## src/design/tswl_pkg.sv

```systemverilog
package tswl_pkg;

	localparam logic [7:0] CHAR_TAB = 8'd9;
	localparam logic [7:0] CHAR_LF  = 8'd10;
	localparam logic [7:0] CHAR_CR  = 8'd13;
	localparam logic [7:0] CHAR_ESC = 8'd27;

	// Cell 1 of every row holds the marker, so text starts in column 2.
	localparam logic [9:0] COL_FIRST   = 10'd2;
	localparam logic [9:0] COLS_RESET  = 10'd80;

	typedef struct packed {
		logic       restart;
		logic [7:0] char_code;
	} item_t;

	typedef struct packed {
		logic        row_is_continuation;
		logic        row_started;
		logic [2:0]  cells_written;
		logic [15:0] line_position;
		logic [15:0] line_number;
		logic [9:0]  next_column;
		logic [15:0] display_row;
	} result_t;

endpackage

```

## src/design/tswl_in_stage.sv

```systemverilog
module tswl_in_stage (
	input  logic               clk,
	input  logic               arst_n,
	input  logic               in_valid,
	output logic               in_ready,
	input  tswl_pkg::item_t    in_item,
	input  logic               advance,
	output logic               valid_s1,
	output tswl_pkg::item_t    item_s1
);

	logic valid_s1_r;

	// The stage frees up in the same cycle that its beat moves on.
	assign in_ready = !valid_s1_r || advance;
	assign valid_s1 = valid_s1_r;

	always_ff @(posedge clk or negedge arst_n) begin
		if (!arst_n) begin
			valid_s1_r <= 1'b0;
		end else if (in_ready) begin
			valid_s1_r <= in_valid;
		end
	end

	always_ff @(posedge clk) begin
		if (in_ready && in_valid) begin
			item_s1 <= in_item;
		end
	end

endmodule

```

## src/design/tswl_layout_core.sv

```systemverilog
module tswl_layout_core #(
	parameter int TAB_STOP     = 4,
	parameter int COUNTER_BITS = 16
) (
	input  logic              clk,
	input  logic              arst_n,
	input  logic              step,
	input  tswl_pkg::item_t   item,
	input  logic [9:0]        screen_columns,
	output tswl_pkg::result_t result
);

	localparam int PW = $clog2(TAB_STOP);
	localparam int WW = 11;
	localparam logic [PW:0] TAB_W = (PW + 1)'(TAB_STOP);
	localparam logic [COUNTER_BITS-1:0] CNT_ONE = COUNTER_BITS'(1);
	localparam logic [COUNTER_BITS-1:0] CNT_MAX = '1;

	logic [9:0]              col_q;
	logic [PW-1:0]           phase_q;
	logic [COUNTER_BITS-1:0] row_q;
	logic [COUNTER_BITS-1:0] line_q;
	logic [COUNTER_BITS-1:0] pos_q;

	logic [9:0]              col_e;
	logic [PW-1:0]           phase_e;
	logic [COUNTER_BITS-1:0] row_e;
	logic [COUNTER_BITS-1:0] line_e;
	logic [COUNTER_BITS-1:0] pos_e;

	logic                    is_nl;
	logic                    is_esc;
	logic                    is_tab;
	logic [WW-1:0]           space;
	logic [WW-1:0]           tab_gap;
	logic [WW-1:0]           want;
	logic [WW:0]             col_sum;
	logic                    wraps;
	logic [PW:0]             phase_inc;

	logic [9:0]              col_d;
	logic [PW-1:0]           phase_d;
	logic [COUNTER_BITS-1:0] row_d;
	logic [COUNTER_BITS-1:0] line_d;
	logic [COUNTER_BITS-1:0] pos_d;
	logic [2:0]              cells;
	logic                    started;

	logic [COUNTER_BITS+15:0] row_x;
	logic [COUNTER_BITS+15:0] line_x;
	logic [COUNTER_BITS+15:0] pos_x;

	always_comb begin
		if (item.restart) begin
			col_e   = tswl_pkg::COL_FIRST;
			phase_e = '0;
			row_e   = CNT_ONE;
			line_e  = '0;
			pos_e   = '0;
		end else begin
			col_e   = col_q;
			phase_e = phase_q;
			row_e   = row_q;
			line_e  = line_q;
			pos_e   = pos_q;
		end
	end

	assign is_nl  = (item.char_code == tswl_pkg::CHAR_LF) || (item.char_code == tswl_pkg::CHAR_CR);
	assign is_esc = (item.char_code == tswl_pkg::CHAR_ESC);
	assign is_tab = (item.char_code == tswl_pkg::CHAR_TAB);

	// The phase register holds (column - 2) mod TAB_STOP, so no divider is needed.
	assign space   = (screen_columns >= col_e) ?
	                 ({1'b0, screen_columns} - {1'b0, col_e} + WW'(1)) : '0;
	assign tab_gap = WW'(TAB_W - {1'b0, phase_e});

	always_comb begin
		if (is_tab) begin
			want = (tab_gap > space) ? space : tab_gap;
		end else begin
			want = WW'(1);
		end
	end

	assign col_sum   = {2'b00, col_e} + {1'b0, want};
	assign wraps     = !is_nl && !is_esc && (col_sum > {2'b00, screen_columns});
	assign phase_inc = {1'b0, phase_e} + (PW + 1)'(1);

	always_comb begin
		col_d   = col_e;
		phase_d = phase_e;
		row_d   = row_e;
		line_d  = line_e;
		pos_d   = pos_e;
		cells   = '0;
		started = 1'b0;
		if (is_nl) begin
			row_d   = (row_e == CNT_MAX) ? row_e : row_e + CNT_ONE;
			line_d  = (line_e == CNT_MAX) ? line_e : line_e + CNT_ONE;
			pos_d   = CNT_ONE;
			col_d   = tswl_pkg::COL_FIRST;
			phase_d = '0;
			started = 1'b1;
		end else if (!is_esc) begin
			pos_d = (pos_e == CNT_MAX) ? pos_e : pos_e + CNT_ONE;
			cells = want[2:0];
			if (wraps) begin
				row_d   = (row_e == CNT_MAX) ? row_e : row_e + CNT_ONE;
				col_d   = tswl_pkg::COL_FIRST;
				phase_d = '0;
				started = 1'b1;
			end else begin
				col_d = col_sum[9:0];
				// An unclipped tab always lands on a stop.
				if (is_tab || (phase_inc == TAB_W)) begin
					phase_d = '0;
				end else begin
					phase_d = phase_inc[PW-1:0];
				end
			end
		end
	end

	always_ff @(posedge clk or negedge arst_n) begin
		if (!arst_n) begin
			col_q   <= tswl_pkg::COL_FIRST;
			phase_q <= '0;
			row_q   <= CNT_ONE;
			line_q  <= '0;
			pos_q   <= '0;
		end else if (step) begin
			col_q   <= col_d;
			phase_q <= phase_d;
			row_q   <= row_d;
			line_q  <= line_d;
			pos_q   <= pos_d;
		end
	end

	assign row_x  = {16'b0, row_d};
	assign line_x = {16'b0, line_d};
	assign pos_x  = {16'b0, pos_d};

	assign result.display_row         = row_x[15:0];
	assign result.next_column         = col_d;
	assign result.line_number         = line_x[15:0];
	assign result.line_position       = pos_x[15:0];
	assign result.cells_written       = cells;
	assign result.row_started         = started;
	assign result.row_is_continuation = wraps;

	a_col_floor: assert property (@(posedge clk) disable iff (!arst_n)
		col_q >= tswl_pkg::COL_FIRST)
		else $error("column fell below the first text column");

	a_phase_range: assert property (@(posedge clk) disable iff (!arst_n)
		{1'b0, phase_q} < TAB_W)
		else $error("tab phase out of range");

	a_nl_home: assert property (@(posedge clk) disable iff (!arst_n)
		step && is_nl |=> (col_q == tswl_pkg::COL_FIRST) && (phase_q == '0))
		else $error("newline did not return to the first column");

	a_cont_needs_start: assert property (@(posedge clk) disable iff (!arst_n)
		step && result.row_is_continuation |-> result.row_started && !is_nl)
		else $error("continuation flagged without a wrapped row");

	a_esc_hold: assert property (@(posedge clk) disable iff (!arst_n)
		step && is_esc && !item.restart |=> $stable(col_q) && $stable(row_q))
		else $error("escape byte moved the layout");

endmodule

```

## src/design/text_soft_wrap_layout.sv

```systemverilog
// A result goes out once its byte has passed the input and result registers.
// Throughput: one byte per cycle while m_tready is high. The layout update is a
// single pass of short adds and compares between the two registers.
// Reset clears all layout state (column 2, row 1, line and position 0)
// and sets screen_columns to 80; there is no clearing pass.
module text_soft_wrap_layout #(
	parameter int TAB_STOP     = 4,
	parameter int COUNTER_BITS = 16
) (
	input  logic        clk,
	input  logic        arst_n,
	input  logic        s_tvalid,
	output logic        s_tready,
	input  logic [7:0]  s_tdata,   // char_code
	input  logic [0:0]  s_tuser,   // restart
	output logic        m_tvalid,
	input  logic        m_tready,
	// display_row[15:0], next_column[25:16], line_number[41:26],
	// line_position[57:42], cells_written[60:58], row_started[61],
	// row_is_continuation[62], zero[63]
	output logic [63:0] m_tdata,
	input  logic        cfg_wen,
	input  logic [9:0]  cfg_wdata
);

	logic              advance;
	logic              valid_s1;
	logic              step;
	tswl_pkg::item_t   in_item;
	tswl_pkg::item_t   item_s1;
	tswl_pkg::result_t result;
	tswl_pkg::result_t result_q;
	logic              m_tvalid_q;
	logic [9:0]        screen_columns_q;

	assign in_item.restart   = s_tuser[0];
	assign in_item.char_code = s_tdata;

	// The whole pipe moves whenever the result register is empty or being drained.
	assign advance = !m_tvalid_q || m_tready;
	assign step    = valid_s1 && advance;

	always_ff @(posedge clk or negedge arst_n) begin
		if (!arst_n) begin
			screen_columns_q <= tswl_pkg::COLS_RESET;
		end else if (cfg_wen) begin
			screen_columns_q <= cfg_wdata;
		end
	end

	tswl_in_stage u_in (
		.clk      (clk),
		.arst_n   (arst_n),
		.in_valid (s_tvalid),
		.in_ready (s_tready),
		.in_item  (in_item),
		.advance  (advance),
		.valid_s1 (valid_s1),
		.item_s1  (item_s1)
	);

	tswl_layout_core #(
		.TAB_STOP     (TAB_STOP),
		.COUNTER_BITS (COUNTER_BITS)
	) u_core (
		.clk            (clk),
		.arst_n         (arst_n),
		.step           (step),
		.item           (item_s1),
		.screen_columns (screen_columns_q),
		.result         (result)
	);

	always_ff @(posedge clk or negedge arst_n) begin
		if (!arst_n) begin
			m_tvalid_q <= 1'b0;
		end else if (advance) begin
			m_tvalid_q <= valid_s1;
		end
	end

	always_ff @(posedge clk) begin
		if (step) begin
			result_q <= result;
		end
	end

	assign m_tvalid = m_tvalid_q;
	assign m_tdata  = {1'b0, result_q};

endmodule

```

## config.mk

```make
export PLATFORM = sky130hd
export DESIGN_NAME = text_soft_wrap_layout
export DESIGN_NICKNAME = d
export VERILOG_FILES = /design/src/design/tswl_pkg.sv /design/src/design/tswl_in_stage.sv /design/src/design/tswl_layout_core.sv /design/src/design/text_soft_wrap_layout.sv
export SDC_FILE = /design/constraint.sdc
export NUM_CORES = 1
export LEC_CHECK = 0
export BUFFER_PORTS_ARGS = -buffer_cell sky130_fd_sc_hd__buf_2
export CORE_ASPECT_RATIO = 1.4
export CORE_MARGIN = 2
export CORE_UTILIZATION = 47
export CTS_CLUSTER_DIAMETER = 100
export CTS_CLUSTER_SIZE = 10
export DETAILED_ROUTE_END_ITERATION = 8
export PLACE_DENSITY_LB_ADDON = 0.05
export SLEW_MARGIN = 20
export SYNTH_ARGS = -nofsm -noshare
export SYNTH_HDL_FRONTEND = slang
export SYNTH_SLANG_ARGS = --single-unit
```

## constraint.sdc

```tcl
create_clock -name clk -period 7.7 [get_ports clk]
set_input_delay 1.54 -clock clk [delete_from_list [all_inputs] [get_ports clk]]
set_output_delay 1.54 -clock clk [all_outputs]
set_load 0.02 [all_outputs]
```

# Yosys cells after proc, flatten, opt, wreduce, memory -nomap -nowiden
# Cells that the tools add are included.
# op_classes
eq_ne	8
addsub	8
n_lt_le_gt_ge	3
mux	26
reduce_logical	13
# op_table
cell	count
$mux W16	12
$add A16 B1 Y16 const B	3
$eq A16 B16 Y1 const B	3
$mux W10	4
$mux W11	3
$eq A8 B4 Y1 const B	3
$add A10 B11 Y12	1
$gt A12 B10 Y1	1
$add A11 B1 Y11 const B	1
$gt A11 B11 Y1	1
$sub A10 B10 Y11	1
$ge A10 B10 Y1	1
$mux W2	5
$eq A8 B5 Y1 const B	1
$logic_and A1 B1 Y1	4
$logic_not A1 Y1	4
$logic_or A1 B1 Y1	4
$sub A3 B2 Y4 const A	1
$add A2 B1 Y3 const B	1
$eq A3 B3 Y1 const B	1
$mux W1	2
$reduce_or A2 Y1	1
# totals
wordCells	75
input_bits	24
regBits	144

# Depth between registers and ports, before layout
# logic_depth
depth_word	13
depth_mapped	38

# Modules after synthesis
# From an unflattened synthesis, not the netlist that was laid out.
# hier_totals
cells_unflattened	842
hier_area_um2	8614.5
# modules_own_cells
module	cells_each	instances	area_per_inst_um2
tswl_layout_core	739	1	5929.4
text_soft_wrap_layout	90	1	2361.0
tswl_in_stage	13	1	324.1

# Least setup slack after synthesis
# Ideal clock, no wire load.
# synth_timing
kind	reg-to-reg
start	register, netlist name u_in.item_s1[8]
end	register result_q, in the netlist m_tdata[2], data pin
path_buffers	3
setup_time_ns	0.258
path_stages_with_launch	37
arrival_time_ns	7.210
required_ns	7.442
slack_ns	0.232
path_cell_list	edfxtp_1 > buf_2 > clkinv_1 > clkbuf_1 > nand2_1 > ha_1 > nand4_1 > o221a_2 > o21ai_0 > nand2_1 > ha_1 > nor2b_1 > o21ai_0 > a32oi_1 > nand4_1 > nor4_1 > nand3_1 > and2_1 > a31o_2 > ha_1 > a21oi_1 > o211ai_1 > or4_1 > a31o_2 > a21oi_1 > xnor2_1 > ha_1 > nand4_1 > or3_1 > a221o_1 > a21oi_1 > a21oi_1 > nor2_2 > inv_1 > buf_2 > nand3_1 > xnor2_1
# synth_rtl
element	line	text
end signal, assigned	text_soft_wrap_layout.sv:84	result_q <= result;
end, declared	text_soft_wrap_layout.sv:32	tswl_pkg::result_t result_q;

==> impl_metrics.prom <==
# TYPE chip_impl_metric gauge
chip_impl_info{name="postSynth.topFlopCell",value="sky130_fd_sc_hd__edfxtp_1"} 1
chip_impl_metric{name="hpwlAfterDp",unit="mm"} 15.9
chip_impl_metric{name="ports_placed_on_the_boundary",unit=""} 90
chip_impl_metric{name="dr.pass1.iters",unit=""} 5
chip_impl_metric{name="grt_pass1_vias",unit=""} 6971
chip_impl_metric{name="max_cap_viol_count",unit=""} 0
chip_impl_metric{name="cts_buffers",unit=""} 17
chip_impl_metric{name="routed_wirelength",unit="mm"} 22.1
chip_impl_info{name="mostFrequentLayoutCells",value="sky130_fd_sc_hd__nand2_1 (117), sky130_fd_sc_hd__buf_2 (88), sky130_fd_sc_hd__nor2_1 (72), sky130_fd_sc_hd__edfxtp_1 (72), sky130_fd_sc_hd__dfrtp_1 (68)"} 1
chip_impl_metric{name="worst_path_largest_cell_delay",unit="ns"} 0.44
chip_impl_info{name="startpoint_class",value="register"} 1
chip_impl_info{name="most_common_cell_after_layout_fill_and_taps_aside",value="sky130_fd_sc_hd__nand2_1"} 1
chip_impl_info{name="cts_tree",value="done"} 1
chip_impl_metric{name="finalCritPeriodShare",unit=""} 0.962
chip_impl_metric{name="holdBufCountCts",unit=""} 0
chip_impl_metric{name="core_area",unit="um2"} 17900
chip_impl_metric{name="hold_viol",unit=""} 0
chip_impl_metric{name="dpl-instance-area",unit="um2"} 9530
chip_impl_metric{name="final_antenna_net_count",unit=""} 0
chip_impl_metric{name="worst_slew_margin_rel",unit=""} 0.438
chip_impl_metric{name="clk_path_buf_depth",unit=""} 2
chip_impl_info{name="critical_path_class",value="reg -> reg"} 1
chip_impl_metric{name="number_of_nets_in_the_layout",unit=""} 1075
chip_impl_info{name="cts-root-buf",value="sky130_fd_sc_hd__clkbuf_16"} 1
chip_impl_metric{name="pwr_density_cell",unit="nW/um2"} 295
chip_impl_metric{name="grt_first_pass_wirelength",unit="mm"} 35.4
chip_impl_metric{name="post_cts_clock_slew_at_the_launch_and_capture_registers_of_the_worst_setup_and_hold_paths",unit="ns"} 0.06
chip_impl_metric{name="synth-warning-count",unit=""} 0
chip_impl_info{name="synth.area.top_cells",value="sky130_fd_sc_hd__edfxtp_1 (25%), sky130_fd_sc_hd__dfrtp_1 (20%), sky130_fd_sc_hd__ha_1 (7.1%), sky130_fd_sc_hd__nand2_1 (5.2%), sky130_fd_sc_hd__xnor2_1 (3.4%)"} 1
chip_impl_metric{name="route.vias.total",unit=""} 6991
chip_impl_metric{name="swShare",unit=""} 0.335
chip_impl_info{name="worst_hold_path_type",value="reg -> reg"} 1
chip_impl_metric{name="syn_area",unit="um2"} 8590
chip_impl_metric{name="post_synthesis_xor_xnor_area_fraction",unit=""} 0.0500
chip_impl_metric{name="worst-endpoint-arrival",unit="ns"} 7.57
chip_impl_metric{name="combPwrFrac",unit=""} 0.357
chip_impl_metric{name="tightest_slew",unit="ns"} 0.841
chip_impl_metric{name="fin_crit",unit="ns"} 7.41
chip_impl_metric{name="p_int",unit="mW"} 2.04
chip_impl_metric{name="die_area",unit="um2"} 19400
chip_impl_info{name="cp_endpoint_kind",value="register"} 1
chip_impl_metric{name="detail_route.wl_per_cell",unit="um"} 17.7
chip_impl_metric{name="vdd_ir_drop_max",unit="V"} 0.000159
chip_impl_metric{name="routed_via_density",unit=""} 5.60
chip_impl_metric{name="worst_clock_skew",unit="ns"} 0.0169
chip_impl_metric{name="endpoints_failing_setup",unit=""} 0
chip_impl_metric{name="asyncSetResetFlopFracSynth",unit=""} 0.500
chip_impl_metric{name="placementRows",unit=""} 58
chip_impl_info{name="outcome",value="finished clean"} 1
chip_impl_metric{name="synth_mux_area_frac",unit=""} 0.0284
chip_impl_metric{name="grt_remaining_overflow",unit=""} 0
chip_impl_metric{name="max_freq",unit="GHz"} 0.135
chip_impl_metric{name="synth_largest_type_area_fraction",unit=""} 0.252
chip_impl_metric{name="clock_latency",unit="ns"} 0.43
chip_impl_metric{name="synthDistinctLibCells",unit=""} 76
chip_impl_metric{name="p_seq_frac",unit=""} 0.329
chip_impl_metric{name="die_width",unit="um"} 118
chip_impl_metric{name="antenna_found_initial",unit=""} 0
chip_impl_metric{name="port_buffers",unit=""} 88
chip_impl_metric{name="grt_usage",unit=""} 0.232
chip_impl_metric{name="detail_route.drc_violations",unit=""} 0
chip_impl_metric{name="cts_max_level",unit=""} 4
chip_impl_metric{name="post_route_cells_drive_above_1_share",unit=""} 0.226
chip_impl_metric{name="timing.final.max_slew_violations",unit=""} 0
chip_impl_metric{name="syn_to_final_growth",unit="%"} 20.9
chip_impl_info{name="crit_path_top_delay_cell",value="sky130_fd_sc_hd__or4_4"} 1
chip_impl_metric{name="synth_simple_gate_area_share",unit=""} 0.213
chip_impl_metric{name="die_height",unit="um"} 164
chip_impl_metric{name="p_leak",unit="nW"} 4.57
chip_impl_metric{name="path_max_fanout",unit=""} 6
chip_impl_metric{name="n_antenna_cell",unit=""} 0
chip_impl_metric{name="report.power.total",unit="mW"} 3.07
chip_impl_metric{name="pwr-share-clk",unit=""} 0.314
chip_impl_info{name="post-synth-top-area-cell",value="sky130_fd_sc_hd__edfxtp_1"} 1
chip_impl_metric{name="synth_compound_area_frac",unit=""} 0.122
chip_impl_metric{name="start_util",unit=""} 0.479
chip_impl_metric{name="postSynthAreaPerCell",unit="um2"} 9.92
chip_impl_metric{name="finalInstanceArea",unit="um2"} 10400
chip_impl_info{name="synth_top_family_by_area",value="simple AND/OR/NAND/NOR gates"} 1
chip_impl_metric{name="globalplace.congestion",unit=""} 0.957
chip_impl_metric{name="synth_enable_flop_cells",unit=""} 72
chip_impl_metric{name="pin_count_of_the_biggest_net_entering_global_routing",unit=""} 73
chip_impl_metric{name="synthAdderAreaFrac",unit=""} 0.0854
chip_impl_metric{name="p_switching",unit="mW"} 1.03
chip_impl_metric{name="ys_ff_latch",unit=""} 144
chip_impl_metric{name="synth_sequential_area_ratio",unit=""} 0.462
chip_impl_metric{name="cts_sinks",unit=""} 144
chip_impl_metric{name="detailedRoute.firstIterationViolations",unit=""} 599
chip_impl_metric{name="critPathRequiredTime",unit="ns"} 7.86
chip_impl_metric{name="synthesis.instances",unit=""} 866
layer usage:
layer,vias to the layer above,wire length (um),track usage
met4,0,738,0.104
met3,50,683,0.0337
met2,172,11900,0.431
li1,3365,-,-
met1,3404,8850,0.262
met5,-,0,0
cells in the mapped netlist (4+ instances only):
library cell / number
sky130_fd_sc_hd__a21o_1: 4
sky130_fd_sc_hd__a21oi_1: 19
sky130_fd_sc_hd__a221o_1: 4
sky130_fd_sc_hd__a22o_1: 11
sky130_fd_sc_hd__a31o_2: 5
sky130_fd_sc_hd__a31oi_1: 8
sky130_fd_sc_hd__and2_1: 12
sky130_fd_sc_hd__and3_1: 6
sky130_fd_sc_hd__clkbuf_1: 24
sky130_fd_sc_hd__dfrtp_1: 68
sky130_fd_sc_hd__dfstp_2: 4
sky130_fd_sc_hd__edfxtp_1: 72
sky130_fd_sc_hd__fa_1: 6
sky130_fd_sc_hd__ha_1: 49
sky130_fd_sc_hd__inv_1: 45
sky130_fd_sc_hd__mux2_2: 11
sky130_fd_sc_hd__mux2i_1: 12
sky130_fd_sc_hd__nand2_1: 119
sky130_fd_sc_hd__nand2b_1: 7
sky130_fd_sc_hd__nand3_1: 36
sky130_fd_sc_hd__nand3b_1: 4
sky130_fd_sc_hd__nand4_1: 19
sky130_fd_sc_hd__nor2_1: 72
sky130_fd_sc_hd__nor2b_1: 26
sky130_fd_sc_hd__nor3_1: 13
sky130_fd_sc_hd__nor4_1: 9
sky130_fd_sc_hd__o211ai_1: 8
sky130_fd_sc_hd__o21ai_0: 48
sky130_fd_sc_hd__o31ai_1: 11
sky130_fd_sc_hd__or3_1: 5
sky130_fd_sc_hd__or4_1: 9
sky130_fd_sc_hd__xnor2_1: 33
sky130_fd_sc_hd__xor2_1: 16
layout make-up:
type | count | area [um2]
Fill cell | 1600 | 7540
Multi-Input combinational cell | 648 | 4440
Sequential cell | 144 | 3970
Timing Repair Buffer | 137 | 816
Clock buffer | 21 | 440
Tap cell | 240 | 300
Clock inverter | 11 | 238
Inverter | 48 | 181
cells by family (layout without fill, tap and decap cells):
family | Yosys count | after routing
adder cells (fa/ha/maj) | 55 | 55
flip-flops | 144 | 144
multiplexers | 23 | 23
AND/OR/NAND/NOR | 361 | 361
AO/OA/AOI/OAI | 152 | 152
buffers and inverters | 81 | 217
XOR/XNOR | 49 | 49
other | 1 | 8
critical path, delay by kind of cell (launching register included):
| kind | cells | cell delay (ns) |
|---|---|---|
| fa+ha+maj | 4 | 1.24 |
| simple gates | 9 | 1.76 |
| compound gates | 12 | 2.52 |
| flops | 1 | 0.41 |
| mux | 1 | 0.39 |
| buf+inv | 5 | 0.76 |
| xor+xnor | 1 | 0.09 |
power groups by stage:
| stage | clock network, mW | logic [mW] | registers (mW) |
|---|---|---|---|
| 2_1_floorplan | 0 | 0.605 | 1.06 |
| 3_3_place_gp | 0 | 0.978 | 1.02 |
| 3_5_place_dp | 0 | 0.997 | 1.02 |
| 4_1_cts | 0.979 | 1.02 | 1.01 |
| 5_1_grt | 1.01 | 1.20 | 1.02 |
| 6_report | 0.964 | 1.09 | 1.01 |
what timing repair did:
| action | in CTS | in global routing |
|---|---|---|
| gates cloned | 1 | 0 |
| gates resized for setup | 9 | 27 |
| buffers inserted | 0 | 4 |
| pin swaps | 2 | 14 |
| endpoints found under the setup margin | 51 | 56 |
metrics by stage:
step                TNS (ns)  std cells   util  hold WS [ns]  setup WS [ns]
floorplan                  0        873      -         0.449          0.232
global placement      -0.104       1212  0.532         0.468        -0.0272
detailed placement     -6.50       1212  0.532         0.476         -0.255
CTS                        0       1245  0.571         0.496         0.0141
global route         -0.0998       1249  0.579         0.523        -0.0328
finish                     0       1249  0.579         0.496          0.292
sequential cells by signal, summed over array words and instances (netlist names), 2 cells and up:
register,count
m_tdata,63
screen_columns_q,10
u_core.col_q,10
u_core.line_q,16
u_core.phase_q,2
u_core.pos_q,16
u_core.row_q,16
u_in.item_s1,9
worst paths after layout:
check                                startpoint                to  slack (ns)  cells past startpoint
worst min-delay path            u_core.col_q[5]   u_core.col_q[5]        0.50                      2
worst min register to register  u_core.col_q[5]   u_core.col_q[5]        0.50                      2
min in group asynchronous                arst_n  u_core.pos_q[10]        1.09                      1
worst max register to register  u_in.item_s1[8]        m_tdata[4]        0.29                     32
worst max-delay path            u_in.item_s1[8]        m_tdata[4]        0.29                     32
max in group asynchronous                arst_n   u_core.pos_q[5]        5.44                      2
Power figures use the tool's default switching activity.
